## src/hdl/fba_pkg.sv

```systemverilog
// Shared types, widths and codes for the flagged band average block.
package fba_pkg;

    localparam int MAX_CHANNELS = 4096;
    localparam int SAMPLE_BITS  = 16;

    // Field widths fixed by the register map.
    localparam int NUM_CH_W = 13;
    localparam int WIN_W    = 12;

    localparam int IDX_W = $clog2(MAX_CHANNELS);
    localparam int CNT_W = $clog2(MAX_CHANNELS + 1);
    localparam int SUM_W = SAMPLE_BITS + IDX_W;
    localparam int REM_W = CNT_W + 1;
    localparam int CMP_W = ((IDX_W > NUM_CH_W) ? IDX_W : NUM_CH_W) + 1;

    localparam int STEP_W = $clog2(SUM_W);

    localparam int QUEUE_DEPTH = 2;
    localparam int QPTR_W      = $clog2(QUEUE_DEPTH);
    localparam int QCNT_W      = $clog2(QUEUE_DEPTH + 1);

    localparam int APB_ADDR_W = 4;
    localparam int APB_DATA_W = 32;

    localparam logic [NUM_CH_W-1:0] NUM_CHANNELS_RESET = NUM_CH_W'(256);
    localparam logic [WIN_W-1:0]    WINDOW_START_RESET = WIN_W'(51);
    localparam logic [WIN_W-1:0]    WINDOW_END_RESET   = WIN_W'(204);

    typedef enum logic [1:0] {
        REG_NUM_CHANNELS = 2'd0,
        REG_WINDOW_START = 2'd1,
        REG_WINDOW_END   = 2'd2
    } reg_index_t;

    typedef enum logic [1:0] {
        STATUS_OK    = 2'd0,
        STATUS_EMPTY = 2'd1,
        STATUS_RANGE = 2'd2
    } status_t;

    typedef struct packed {
        logic signed [SAMPLE_BITS-1:0] sample_re;
        logic signed [SAMPLE_BITS-1:0] sample_im;
        logic                          sample_flagged;
    } in_item_t;

    typedef struct packed {
        logic signed [SAMPLE_BITS-1:0] mean_re;
        logic signed [SAMPLE_BITS-1:0] mean_im;
        logic [1:0]                    status;
    } out_item_t;

    typedef struct packed {
        logic [NUM_CH_W-1:0] num_channels;
        logic [WIN_W-1:0]    window_start;
        logic [WIN_W-1:0]    window_end;
    } cfg_t;

    // One finished baseline, handed from the accumulator to the divider.
    typedef struct packed {
        logic signed [SUM_W-1:0] sum_re;
        logic signed [SUM_W-1:0] sum_im;
        logic [CNT_W-1:0]        counted;
        logic                    range_err;
    } job_t;

endpackage

```

## src/hdl/fba_regs.sv

```systemverilog
// APB configuration registers of the flagged band average block.
module fba_regs import fba_pkg::*; (
    input  logic                  aclk,
    input  logic                  aresetn,
    input  logic                  psel,
    input  logic                  penable,
    input  logic                  pwrite,
    input  logic [APB_ADDR_W-1:0] paddr,
    input  logic [APB_DATA_W-1:0] pwdata,
    output logic [APB_DATA_W-1:0] prdata,
    output logic                  pready,
    output cfg_t                  cfg
);

    cfg_t       cfg_reg;
    reg_index_t index;
    logic       wr_en;

    assign index  = reg_index_t'(paddr[3:2]);
    assign wr_en  = psel && penable && pwrite;
    assign pready = 1'b1;
    assign cfg    = cfg_reg;

    always_ff @(posedge aclk) begin
        if (!aresetn) begin
            cfg_reg.num_channels <= NUM_CHANNELS_RESET;
            cfg_reg.window_start <= WINDOW_START_RESET;
            cfg_reg.window_end   <= WINDOW_END_RESET;
        end else if (wr_en) begin
            unique case (index)
                REG_NUM_CHANNELS: cfg_reg.num_channels <= pwdata[NUM_CH_W-1:0];
                REG_WINDOW_START: cfg_reg.window_start <= pwdata[WIN_W-1:0];
                REG_WINDOW_END:   cfg_reg.window_end   <= pwdata[WIN_W-1:0];
                default: ;
            endcase
        end
    end

    always_comb begin
        unique case (index)
            REG_NUM_CHANNELS: prdata = APB_DATA_W'(cfg_reg.num_channels);
            REG_WINDOW_START: prdata = APB_DATA_W'(cfg_reg.window_start);
            REG_WINDOW_END:   prdata = APB_DATA_W'(cfg_reg.window_end);
            default:          prdata = '0;
        endcase
    end

endmodule

```

## src/hdl/fba_front.sv

```systemverilog
// Front end: takes channel items, accumulates the window and closes each baseline.
module fba_front import fba_pkg::*; (
    input  logic     aclk,
    input  logic     aresetn,
    input  logic     s_valid,
    output logic     s_ready,
    input  in_item_t s_data,
    input  cfg_t     cfg,
    input  logic     queue_full,
    output logic     push_valid,
    output job_t     push_job
);

    logic [IDX_W-1:0]        idx_reg, idx_next;
    logic signed [SUM_W-1:0] sum_re_reg, sum_re_next;
    logic signed [SUM_W-1:0] sum_im_reg, sum_im_next;
    logic [CNT_W-1:0]        counted_reg, counted_next;

    logic [CMP_W-1:0]        eff_n;
    logic [CMP_W-1:0]        idx_c;
    logic                    in_window;
    logic                    is_last;
    logic                    accept;
    logic signed [SUM_W-1:0] add_re;
    logic signed [SUM_W-1:0] add_im;

    assign s_ready = !queue_full;
    assign accept  = s_valid && s_ready;

    always_comb begin
        // Channel count of zero acts as one; anything above the maximum is clamped.
        if (cfg.num_channels == '0) begin
            eff_n = CMP_W'(1);
        end else if (CMP_W'(cfg.num_channels) > CMP_W'(MAX_CHANNELS)) begin
            eff_n = CMP_W'(MAX_CHANNELS);
        end else begin
            eff_n = CMP_W'(cfg.num_channels);
        end

        idx_c     = CMP_W'(idx_reg);
        in_window = !s_data.sample_flagged
                    && (idx_c >= CMP_W'(cfg.window_start))
                    && (idx_c <= CMP_W'(cfg.window_end));
        is_last   = (idx_c + CMP_W'(1)) >= eff_n;

        add_re = in_window ? SUM_W'(s_data.sample_re) : '0;
        add_im = in_window ? SUM_W'(s_data.sample_im) : '0;

        sum_re_next  = sum_re_reg + add_re;
        sum_im_next  = sum_im_reg + add_im;
        counted_next = counted_reg + CNT_W'(in_window);
        idx_next     = idx_reg + IDX_W'(1);

        push_valid         = accept && is_last;
        push_job.sum_re    = sum_re_next;
        push_job.sum_im    = sum_im_next;
        push_job.counted   = counted_next;
        push_job.range_err = (CMP_W'(cfg.window_start) >= eff_n)
                             || (CMP_W'(cfg.window_end) >= eff_n);
    end

    always_ff @(posedge aclk) begin
        if (!aresetn) begin
            idx_reg     <= '0;
            sum_re_reg  <= '0;
            sum_im_reg  <= '0;
            counted_reg <= '0;
        end else if (accept) begin
            if (is_last) begin
                idx_reg     <= '0;
                sum_re_reg  <= '0;
                sum_im_reg  <= '0;
                counted_reg <= '0;
            end else begin
                idx_reg     <= idx_next;
                sum_re_reg  <= sum_re_next;
                sum_im_reg  <= sum_im_next;
                counted_reg <= counted_next;
            end
        end
    end

endmodule

```

## src/hdl/fba_queue.sv

```systemverilog
// Short queue of finished baselines between the accumulator and the divider.
module fba_queue import fba_pkg::*; (
    input  logic aclk,
    input  logic aresetn,
    input  logic push,
    input  job_t push_job,
    output logic full,
    input  logic pop,
    output logic empty,
    output job_t head
);

    job_t              entries [QUEUE_DEPTH];
    logic [QPTR_W-1:0] wr_ptr_reg;
    logic [QPTR_W-1:0] rd_ptr_reg;
    logic [QCNT_W-1:0] count_reg, count_next;

    assign full  = count_reg == QCNT_W'(QUEUE_DEPTH);
    assign empty = count_reg == '0;
    assign head  = entries[rd_ptr_reg];

    always_comb begin
        count_next = count_reg;
        if (push && !pop) begin
            count_next = count_reg + QCNT_W'(1);
        end else if (pop && !push) begin
            count_next = count_reg - QCNT_W'(1);
        end
    end

    always_ff @(posedge aclk) begin
        if (!aresetn) begin
            wr_ptr_reg <= '0;
            rd_ptr_reg <= '0;
            count_reg  <= '0;
        end else begin
            count_reg <= count_next;
            if (push) begin
                wr_ptr_reg <= (wr_ptr_reg == QPTR_W'(QUEUE_DEPTH - 1)) ? '0
                              : wr_ptr_reg + QPTR_W'(1);
            end
            if (pop) begin
                rd_ptr_reg <= (rd_ptr_reg == QPTR_W'(QUEUE_DEPTH - 1)) ? '0
                              : rd_ptr_reg + QPTR_W'(1);
            end
        end
    end

    always_ff @(posedge aclk) begin
        if (push) begin
            entries[wr_ptr_reg] <= push_job;
        end
    end

endmodule

```

## src/hdl/fba_back.sv

```systemverilog
// Back end: divides each baseline's sums by its count and holds the result item.
module fba_back import fba_pkg::*; (
    input  logic      aclk,
    input  logic      aresetn,
    input  logic      job_valid,
    input  job_t      job,
    output logic      pop,
    output logic      m_valid,
    input  logic      m_ready,
    output out_item_t m_data
);

    typedef enum logic [2:0] {
        ST_IDLE = 3'b001,
        ST_DIV  = 3'b010,
        ST_HOLD = 3'b100
    } back_state_t;

    typedef struct packed {
        logic [REM_W-1:0] rem;
        logic [SUM_W-1:0] quo;
    } div_lane_t;

    back_state_t state_reg, state_next;
    logic [STEP_W-1:0] step_reg;
    logic              m_valid_reg;
    out_item_t         m_data_reg;

    logic [CNT_W-1:0]  div_reg;
    div_lane_t         lane_re_reg, lane_im_reg;
    div_lane_t         lane_re_step, lane_im_step;
    logic              neg_re_reg, neg_im_reg;
    status_t           status_reg, job_status;
    logic [SUM_W-1:0]  res_re, res_im;
    logic              out_load;

    // One restoring step: bring in the next dividend bit, subtract if it fits.
    function automatic div_lane_t div_step(input div_lane_t cur, input logic [CNT_W-1:0] d);
        logic [REM_W-1:0] shifted;
        div_lane_t        nxt;
        shifted = {cur.rem[REM_W-2:0], cur.quo[SUM_W-1]};
        if (shifted >= REM_W'(d)) begin
            nxt.rem = shifted - REM_W'(d);
            nxt.quo = {cur.quo[SUM_W-2:0], 1'b1};
        end else begin
            nxt.rem = shifted;
            nxt.quo = {cur.quo[SUM_W-2:0], 1'b0};
        end
        return nxt;
    endfunction

    assign lane_re_step = div_step(lane_re_reg, div_reg);
    assign lane_im_step = div_step(lane_im_reg, div_reg);

    always_comb begin
        priority if (job.range_err) begin
            job_status = STATUS_RANGE;
        end else if (job.counted == '0) begin
            job_status = STATUS_EMPTY;
        end else begin
            job_status = STATUS_OK;
        end
    end

    assign pop      = (state_reg == ST_IDLE) && job_valid;
    assign out_load = (state_reg == ST_HOLD) && (!m_valid_reg || m_ready);
    assign res_re   = neg_re_reg ? -lane_re_reg.quo : lane_re_reg.quo;
    assign res_im   = neg_im_reg ? -lane_im_reg.quo : lane_im_reg.quo;
    assign m_valid  = m_valid_reg;
    assign m_data   = m_data_reg;

    always_comb begin
        state_next = state_reg;
        unique case (state_reg)
            ST_IDLE: begin
                if (job_valid) begin
                    state_next = (job_status == STATUS_OK) ? ST_DIV : ST_HOLD;
                end
            end
            ST_DIV: begin
                if (step_reg == '0) begin
                    state_next = ST_HOLD;
                end
            end
            ST_HOLD: begin
                if (out_load) begin
                    state_next = ST_IDLE;
                end
            end
            default: state_next = ST_IDLE;
        endcase
    end

    always_ff @(posedge aclk) begin
        if (!aresetn) begin
            state_reg   <= ST_IDLE;
            step_reg    <= '0;
            m_valid_reg <= 1'b0;
        end else begin
            state_reg <= state_next;
            if (pop) begin
                step_reg <= STEP_W'(SUM_W - 1);
            end else if (state_reg == ST_DIV) begin
                step_reg <= step_reg - STEP_W'(1);
            end
            if (out_load) begin
                m_valid_reg <= 1'b1;
            end else if (m_ready) begin
                m_valid_reg <= 1'b0;
            end
        end
    end

    // Dividend is loaded as a magnitude; the quotient takes the sign back at the end.
    always_ff @(posedge aclk) begin
        if (pop) begin
            status_reg <= job_status;
            div_reg    <= job.counted;
            lane_re_reg.rem <= '0;
            lane_im_reg.rem <= '0;
            if (job_status == STATUS_OK) begin
                neg_re_reg      <= job.sum_re[SUM_W-1];
                neg_im_reg      <= job.sum_im[SUM_W-1];
                lane_re_reg.quo <= job.sum_re[SUM_W-1] ? -job.sum_re : job.sum_re;
                lane_im_reg.quo <= job.sum_im[SUM_W-1] ? -job.sum_im : job.sum_im;
            end else begin
                neg_re_reg      <= 1'b0;
                neg_im_reg      <= 1'b0;
                lane_re_reg.quo <= '0;
                lane_im_reg.quo <= '0;
            end
        end else if (state_reg == ST_DIV) begin
            lane_re_reg <= lane_re_step;
            lane_im_reg <= lane_im_step;
        end
        if (out_load) begin
            m_data_reg.mean_re <= res_re[SAMPLE_BITS-1:0];
            m_data_reg.mean_im <= res_im[SAMPLE_BITS-1:0];
            m_data_reg.status  <= status_reg;
        end
    end

endmodule

```

## src/hdl/flagged_band_average.sv

```systemverilog
// Top level of the flagged band average block.
//
// The s_ channel carries the spectral channels of one baseline in order, one
// item per channel. Unflagged samples whose channel index lies in the window
// [window_start, window_end] are summed and counted. After the last channel
// the m_ channel delivers one item: the truncated mean of the counted samples,
// or a status of nothing counted or of a window outside the channel count.
// Registers num_channels, window_start and window_end sit at byte addresses
// 0x0, 0x4 and 0x8 of the APB port; the user is to write them only while the
// block is idle, which the block itself does not enforce. Channel items are
// taken at one per cycle while the queue is not full. The last channel of a
// baseline hands its sums to a two-entry queue; the divider works one quotient
// bit per cycle, and a result without a mean skips the divider. The divider
// takes a new baseline only after the last result moves to the output, so
// short baselines are paced by the divider once the queue is full.
// While m_ready is low the result is held in the output register, the divider
// finishes the next baseline, and input continues until the queue is full.
// Reset clears the channel counter, the sums, the queue and the output, and
// loads the registers with 256, 51 and 204.
module flagged_band_average import fba_pkg::*; (
    input  logic                  aclk,
    input  logic                  aresetn,
    input  logic                  s_valid,
    output logic                  s_ready,
    input  in_item_t              s_data,
    output logic                  m_valid,
    input  logic                  m_ready,
    output out_item_t             m_data,
    input  logic                  psel,
    input  logic                  penable,
    input  logic                  pwrite,
    input  logic [APB_ADDR_W-1:0] paddr,
    input  logic [APB_DATA_W-1:0] pwdata,
    output logic [APB_DATA_W-1:0] prdata,
    output logic                  pready
);

    cfg_t cfg;
    logic push_valid;
    job_t push_job;
    logic queue_full;
    logic queue_empty;
    logic pop;
    job_t head;

    fba_regs u_regs (
        .aclk    (aclk),
        .aresetn (aresetn),
        .psel    (psel),
        .penable (penable),
        .pwrite  (pwrite),
        .paddr   (paddr),
        .pwdata  (pwdata),
        .prdata  (prdata),
        .pready  (pready),
        .cfg     (cfg)
    );

    fba_front u_front (
        .aclk       (aclk),
        .aresetn    (aresetn),
        .s_valid    (s_valid),
        .s_ready    (s_ready),
        .s_data     (s_data),
        .cfg        (cfg),
        .queue_full (queue_full),
        .push_valid (push_valid),
        .push_job   (push_job)
    );

    fba_queue u_queue (
        .aclk     (aclk),
        .aresetn  (aresetn),
        .push     (push_valid),
        .push_job (push_job),
        .full     (queue_full),
        .pop      (pop),
        .empty    (queue_empty),
        .head     (head)
    );

    fba_back u_back (
        .aclk      (aclk),
        .aresetn   (aresetn),
        .job_valid (!queue_empty),
        .job       (head),
        .pop       (pop),
        .m_valid   (m_valid),
        .m_ready   (m_ready),
        .m_data    (m_data)
    );

endmodule

```

## config.mk

```make
export PLATFORM = sky130hd
export DESIGN_NAME = flagged_band_average
export DESIGN_NICKNAME = d
export VERILOG_FILES = /design/src/hdl/fba_pkg.sv /design/src/hdl/fba_regs.sv /design/src/hdl/fba_front.sv /design/src/hdl/fba_queue.sv /design/src/hdl/fba_back.sv /design/src/hdl/flagged_band_average.sv
export SDC_FILE = /design/constraint.sdc
export NUM_CORES = 1
export LEC_CHECK = 0
export BUFFER_PORTS_ARGS = -buffer_cell sky130_fd_sc_hd__buf_2
export CAP_MARGIN = 10
export CORE_MARGIN = 2
export CORE_UTILIZATION = 35
export CTS_BUF_LIST = sky130_fd_sc_hd__clkbuf_16
export CTS_CLUSTER_SIZE = 14
export DETAILED_ROUTE_END_ITERATION = 6
export PLACE_DENSITY = 0.62
export SYNTH_ARGS = -nofsm -noshare
export SYNTH_HDL_FRONTEND = slang
export SYNTH_SLANG_ARGS = --single-unit
```

## constraint.sdc

```tcl
create_clock -name aclk -period 21 [get_ports aclk]
set_clock_uncertainty 0.05 [all_clocks]
set_input_delay 3.15 -clock aclk [delete_from_list [all_inputs] [get_ports aclk]]
set_output_delay 3.15 -clock aclk [all_outputs]
set_load 0.05 [all_outputs]
```

* Word level (Yosys, flattened, before mapping)
Memory sizes are Yosys's and may differ from the RTL's. A register that Yosys moved wholly into a read port is not among the register bits.
Index checks and enable logic that the tools add are counted.
** Word-level totals
- Bits in registers :: 264
- Bits in writable memories :: 140
- Input bits :: 76
- Output and inout bits :: 69
- Word-level logic and storage cells :: 132
- Memories kept :: 1
** Operators by class
- Add/subtract/negate cells :: 16
- Magnitude comparators :: 8
- Eq/ne operators :: 9
- Muxes and demuxes :: 40
- Bitwise logic cells :: 1
- Reductions and logical operators :: 32
** Memory list
- u_queue.entries :: words 2, width 70, read ports 1, clocked after Yosys merged registers in 1, wr ports 1, line fba_queue.sv:13 : job_t entries [QUEUE_DEPTH];
** Operator list (number)
- $mux 28 :: 12
- $mux 41 :: 2
- $add 28x28->28 :: 2
- $neg 28->28 :: 2
- $pmux 13 s3 :: 1
- $mux 16 :: 2
- $neg 16->16 :: 2
- $ge 12x14->1 :: 2
- $ge 14x13->1 :: 2
- $logic_not 13->1 :: 2
- $mux 13 :: 2
- $sub 13x13->13 :: 2
- $ge 14x14->1 :: 1
- $mux 14 :: 1
- $add 12x1->13 const B :: 1
- $add 13x1->13 :: 1
- $gt 13x13->1 const B :: 1
- $add 12x1->12 const B :: 1
- $ge 12x12->1 :: 1
- $le 12x12->1 :: 1
- $mux 12 :: 1
- $mux 3 :: 4
- $logic_and 1x1->1 :: 10
- $mux 5 :: 2
- 23 further kinds :: 48

* Depth between registers and ports, before layout
- Word-level depth :: 9
- Mapped depth :: 20
- Depth with buffers taken out :: 19

* Hierarchy
A second synthesis with hierarchy kept.
** Unflattened totals
- Cells, all modules :: 2310
- Area total of the unflattened synthesis :: 23432.5 µm²
** Modules (own cells, without submodules)
- fba_back :: instances 1, cells an instance 899, area an instance 8679.6 µm², sequential area each 3913.8 µm²
- fba_front :: instances 1, cells an instance 956, area an instance 7618.6 µm², sequential area each 1621.6 µm²
- fba_queue :: instances 1, cells an instance 240, area an instance 5251.3 µm², sequential area each 4304.1 µm²
- fba_regs :: instances 1, cells an instance 214, area an instance 1879.3 µm², sequential area each 740.7 µm²
- flagged_band_average :: instances 1, cells an instance 1, area an instance 3.8 µm², sequential area each 0.0 µm²

* Least setup slack after synthesis
No wires, ideal clock.
- Path type :: in2reg
- From :: input s_valid
- To :: memory u_queue.entries[0][0] (netlist bit) (enable)
- Library setup time :: 0.586 ns
- Arrival :: 8.428 ns
- Required time :: 20.364 ns
- Path slack :: 11.936 ns
- Cell stages on the path :: 4
- Cell sequence :: nand2_1 -> clkbuf_1 -> clkbuf_1 -> nor3_1
** On the way
- Cells in the longest elaborated chain, start to end :: 4
** Ends and longest elaborated chain
- start: declaration :: line flagged_band_average.sv:23 : input logic s_valid,
- $logic_and 1x1->1 :: line fba_front.sv:28 : assign accept = s_valid && s_ready;
- $logic_and 1x1->1 :: line fba_front.sv:54 : push_valid = accept && is_last;
- $mux 1 :: line fba_queue.sv:50 : if (push) begin
- $mux 1 (not written as such) :: line fba_queue.sv:51 : entries[wr_ptr_reg] <= push_job;
- end: declaration :: line fba_queue.sv:13
No other way between the ends.

* Worst setup path in the final report
- From :: input paddr[3]
- To :: output prdata[4]
** On the way
- Cells in the longest elaborated chain, start to end :: 2
- Elaborated cells between the ends (all ways) :: 4
- Classes of those cells :: eq/ne: 2; mux: 1; reduce/logical: 1
** Ends and longest elaborated chain
- start: declaration :: line flagged_band_average.sv:32 : input logic [APB_ADDR_W-1:0] paddr,
- $eq 2x2->1 (tied with other cells) :: line fba_regs.sv:40 : unique case (index)
- $pmux 13 s3 (*) :: line fba_regs.sv:40
- end: declaration :: line flagged_band_average.sv:34 : output logic [APB_DATA_W-1:0] prdata,
Mark *: on every way between the ends. The rest lies on a longest branch, timed or not.

==> results.sh <==
export IMPL_run_status="complete, no violations"
export IMPL_via_per_inst=5.14
export IMPL_ys_seq_elements=405
export IMPL_leakage_nw=10.0
export IMPL_core_um2=65600
export IMPL_ys_types=92
export IMPL_port_buffers=103
export IMPL_place_area_um2=24500
export IMPL_total_power_mw=2.46
export IMPL_cts_made_buffers=45
export IMPL_crit_required_ns=17.80
export IMPL_worst_pin_slew_ns=1.14
export IMPL_critPathMaxStageDelay_ns=0.94
export IMPL_power_density_nw_per_um2=95.0
export IMPL_clk_pin_slew_worst_paths_ns=0.06
export IMPL_final_nets=2628
export IMPL_dieArea_um2=68300
export IMPL_grt_max_degree=82
export IMPL_max_cap_violations=0
export IMPL_wl_um=54200
export IMPL_synth_top_area_share_pct=32.0
export IMPL_place_inst=3213
export IMPL_setup_viol=0
export IMPL_dp_hpwl_um=39300
export IMPL_grt_overflow=0
export IMPL_ir_drop_mv=0.0646
export IMPL_synth_avg_cell_area_um2=9.96
export IMPL_cts_tree="yes"
export IMPL_area_growth_pct=12.0
export IMPL_seq_area_frac_synth_pct=45.7
export IMPL_grt_use_total_pct=15.7
export IMPL_finalSetupTns_ns=0
export IMPL_num_rows=94
export IMPL_end_kind="primary output"
export IMPL_grt_pass1_wl_um=86800
export IMPL_maxSlewViolCount=0
export IMPL_die_x_um=261
export IMPL_drtIter0Drc=880
export IMPL_yosysWarningCount=0
export IMPL_synth_edf_count=247
export IMPL_crit_type="in -> out"
export IMPL_slew_headroom_pct=24.1
export IMPL_antenna_found_initial=4
export IMPL_chipHeight_um=261
export IMPL_cts_sinks=405
export IMPL_synth_top_area_cell="edfxtp_1"
export IMPL_drt_drc_violations_left=0
export IMPL_largest_reg_flops=140
export IMPL_fillers=6450
export IMPL_cts_htree_levels=2
export IMPL_dp_slack_ns=12.82
export IMPL_design_area_um2=26000
export IMPL_worst_setup_path_start_kind="input pin"
export IMPL_whs_ns=0.406
export IMPL_cp_top_family="simple AND/OR/NAND/NOR gates"
export IMPL_max_freq_ghz=0.121
export IMPL_first_pass_iters=5
export IMPL_finalHoldViolCount=0
export IMPL_num_io_pins=145
export IMPL_grt_pass1_vias=16700
export IMPL_final_cell_mix="nand2_1 (285), edfxtp_1 (247), dfxtp_1 (157), ha_1 (151), o21ai_0 (132)"
export IMPL_syn_cell_area_um2=23200
export IMPL_critPathSlowestCell="nor2b_1"
export IMPL_vias=17000
export IMPL_period_share_pct=39.3
export IMPL_async_flop_share_pct=0
export IMPL_synthCells=2326
export IMPL_ant_nets=0
export IMPL_synth_flop_cell="edfxtp_1"
export IMPL_cts_buffer_depth=3
export IMPL_cp_common_cell="buf_2"
export IMPL_rsz0062_at_grt="false"
export IMPL_hold_path_class="reg -> reg"
export IMPL_crit_arrival_ns=5.05
export IMPL_clock_latency_ns=0.57
export IMPL_drive_gt1_share_pct=10.7
export IMPL_avgRoutedWirePerCell_um=16.4
export IMPL_cts_root_buf="clkbuf_16"
export IMPL_cts_resized=0
export IMPL_start_util_pct=35.3
export IMPL_fin_util_pct=39.5
export IMPL_setup_slack_ns=12.75
export IMPL_worstPathMaxFanout=19
export IMPL_layout_commonest_cell="nand2_1"
export IMPL_holdBufCountCts=0
export IMPL_cp_cell_sequence="buf_2 > nor2b_1 > nand2_1 > o21ai_0 > buf_2"
export IMPL_final_cells=3298
export IMPL_routabilityCongestion=0.851
export IMPL_period_minus_slack_ns=8.25
export IMPL_cp_num_buf_inv=2
export IMPL_cts_setup_buffers=0
export IMPL_synth_area_leaders="edfxtp_1 (32%), dfxtp_1 (14%), ha_1 (8.2%), nand2_1 (4.6%), xnor2_1 (4.5%)"
-- cell usage after synthesis (all sizes together), types with 8 or more instances --
cell type  number
a211oi          8
a21boi         66
a21o           32
a21oi         122
a22o           21
a22oi          20
a31oi          14
and2           47
and3           22
buf            47
clkbuf         71
dfxtp         158
edfxtp        247
ha            151
inv            69
mux2           20
mux2i          73
nand2         288
nand2b         32
nand3          79
nand4          19
nor2           91
nor2b          49
nor3           54
nor3b          13
nor4           11
o211ai         20
o21a           16
o21ai         177
o21bai          8
o22ai           9
o31ai          22
or2            10
or3            10
xnor2         118
xor2           49
-- power breakdown --
group / leakage, nW / switching (mW) / total [mW] / internal, mW
combinational: 5.64 / 0.378 / 0.606 / 0.227
sequential: 3.65 / 0.0787 / 1.07 / 0.988
clock: 0.758 / 0.324 / 0.792 / 0.468
total: 10.0 / 0.781 / 2.46 / 1.68
-- area by class of cell --
| class | count | area, um^2 | share of cell area, % |
|---|---|---|---|
| Clock buffer | 47 | 1180 | 4.53 |
| Timing Repair Buffer | 124 | 673 | 2.59 |
| Clock inverter | 36 | 314 | 1.21 |
| Tap cell | 864 | 1080 | 4.17 |
| Inverter | 70 | 263 | 1.01 |
| Multi-Input combinational cell | 1751 | 11900 | 45.7 |
| Antenna cell | 1 | 2.50 | 0.00964 |
| Sequential cell | 405 | 10600 | 40.8 |
-- worst paths after layout --
check / startpoint / cells past startpoint / slack, ns / end
worst max-delay path: paddr[3] / 5 / 12.75 / prdata[4]
worst min-delay path: u_back.status_reg[0] / 0 / 0.41 / u_back.m_data[0]
worst max register to register: u_regs.cfg[14] / 20 / 15.50 / u_queue.entries[0][62]
worst min register to register: u_back.status_reg[0] / 0 / 0.41 / u_back.m_data[0]
-- per-layer routing --
| layer | global-route usage [%] | routed length [um] | share of wire (%) | vias to the layer above |
|---|---|---|---|---|
| met4 | 4.20 | 1060 | 2.0 | 6 |
| met5 | 0 | 32 | 0.059 | - |
| met2 | 25.5 | 24400 | 45 | 309 |
| met1 | 21.7 | 26400 | 49 | 8013 |
| met3 | 2.47 | 2220 | 4.1 | 83 |
| li1 | - | - | - | 8555 |
-- logic make-up after synthesis --
family	count (synthesis)	share of synthesized area (%)
xor gates and xnor gates	167	6.31
other	2	0.0324
buffers and inverters	188	3.66
and+or+nand+nor	739	15.7
AOI/OAI and AO/OA	577	16.0
adders and majority gates	155	8.50
muxes	93	4.14
DFF	405	45.7
No activity file was read; power rests on OpenSTA's default activity.
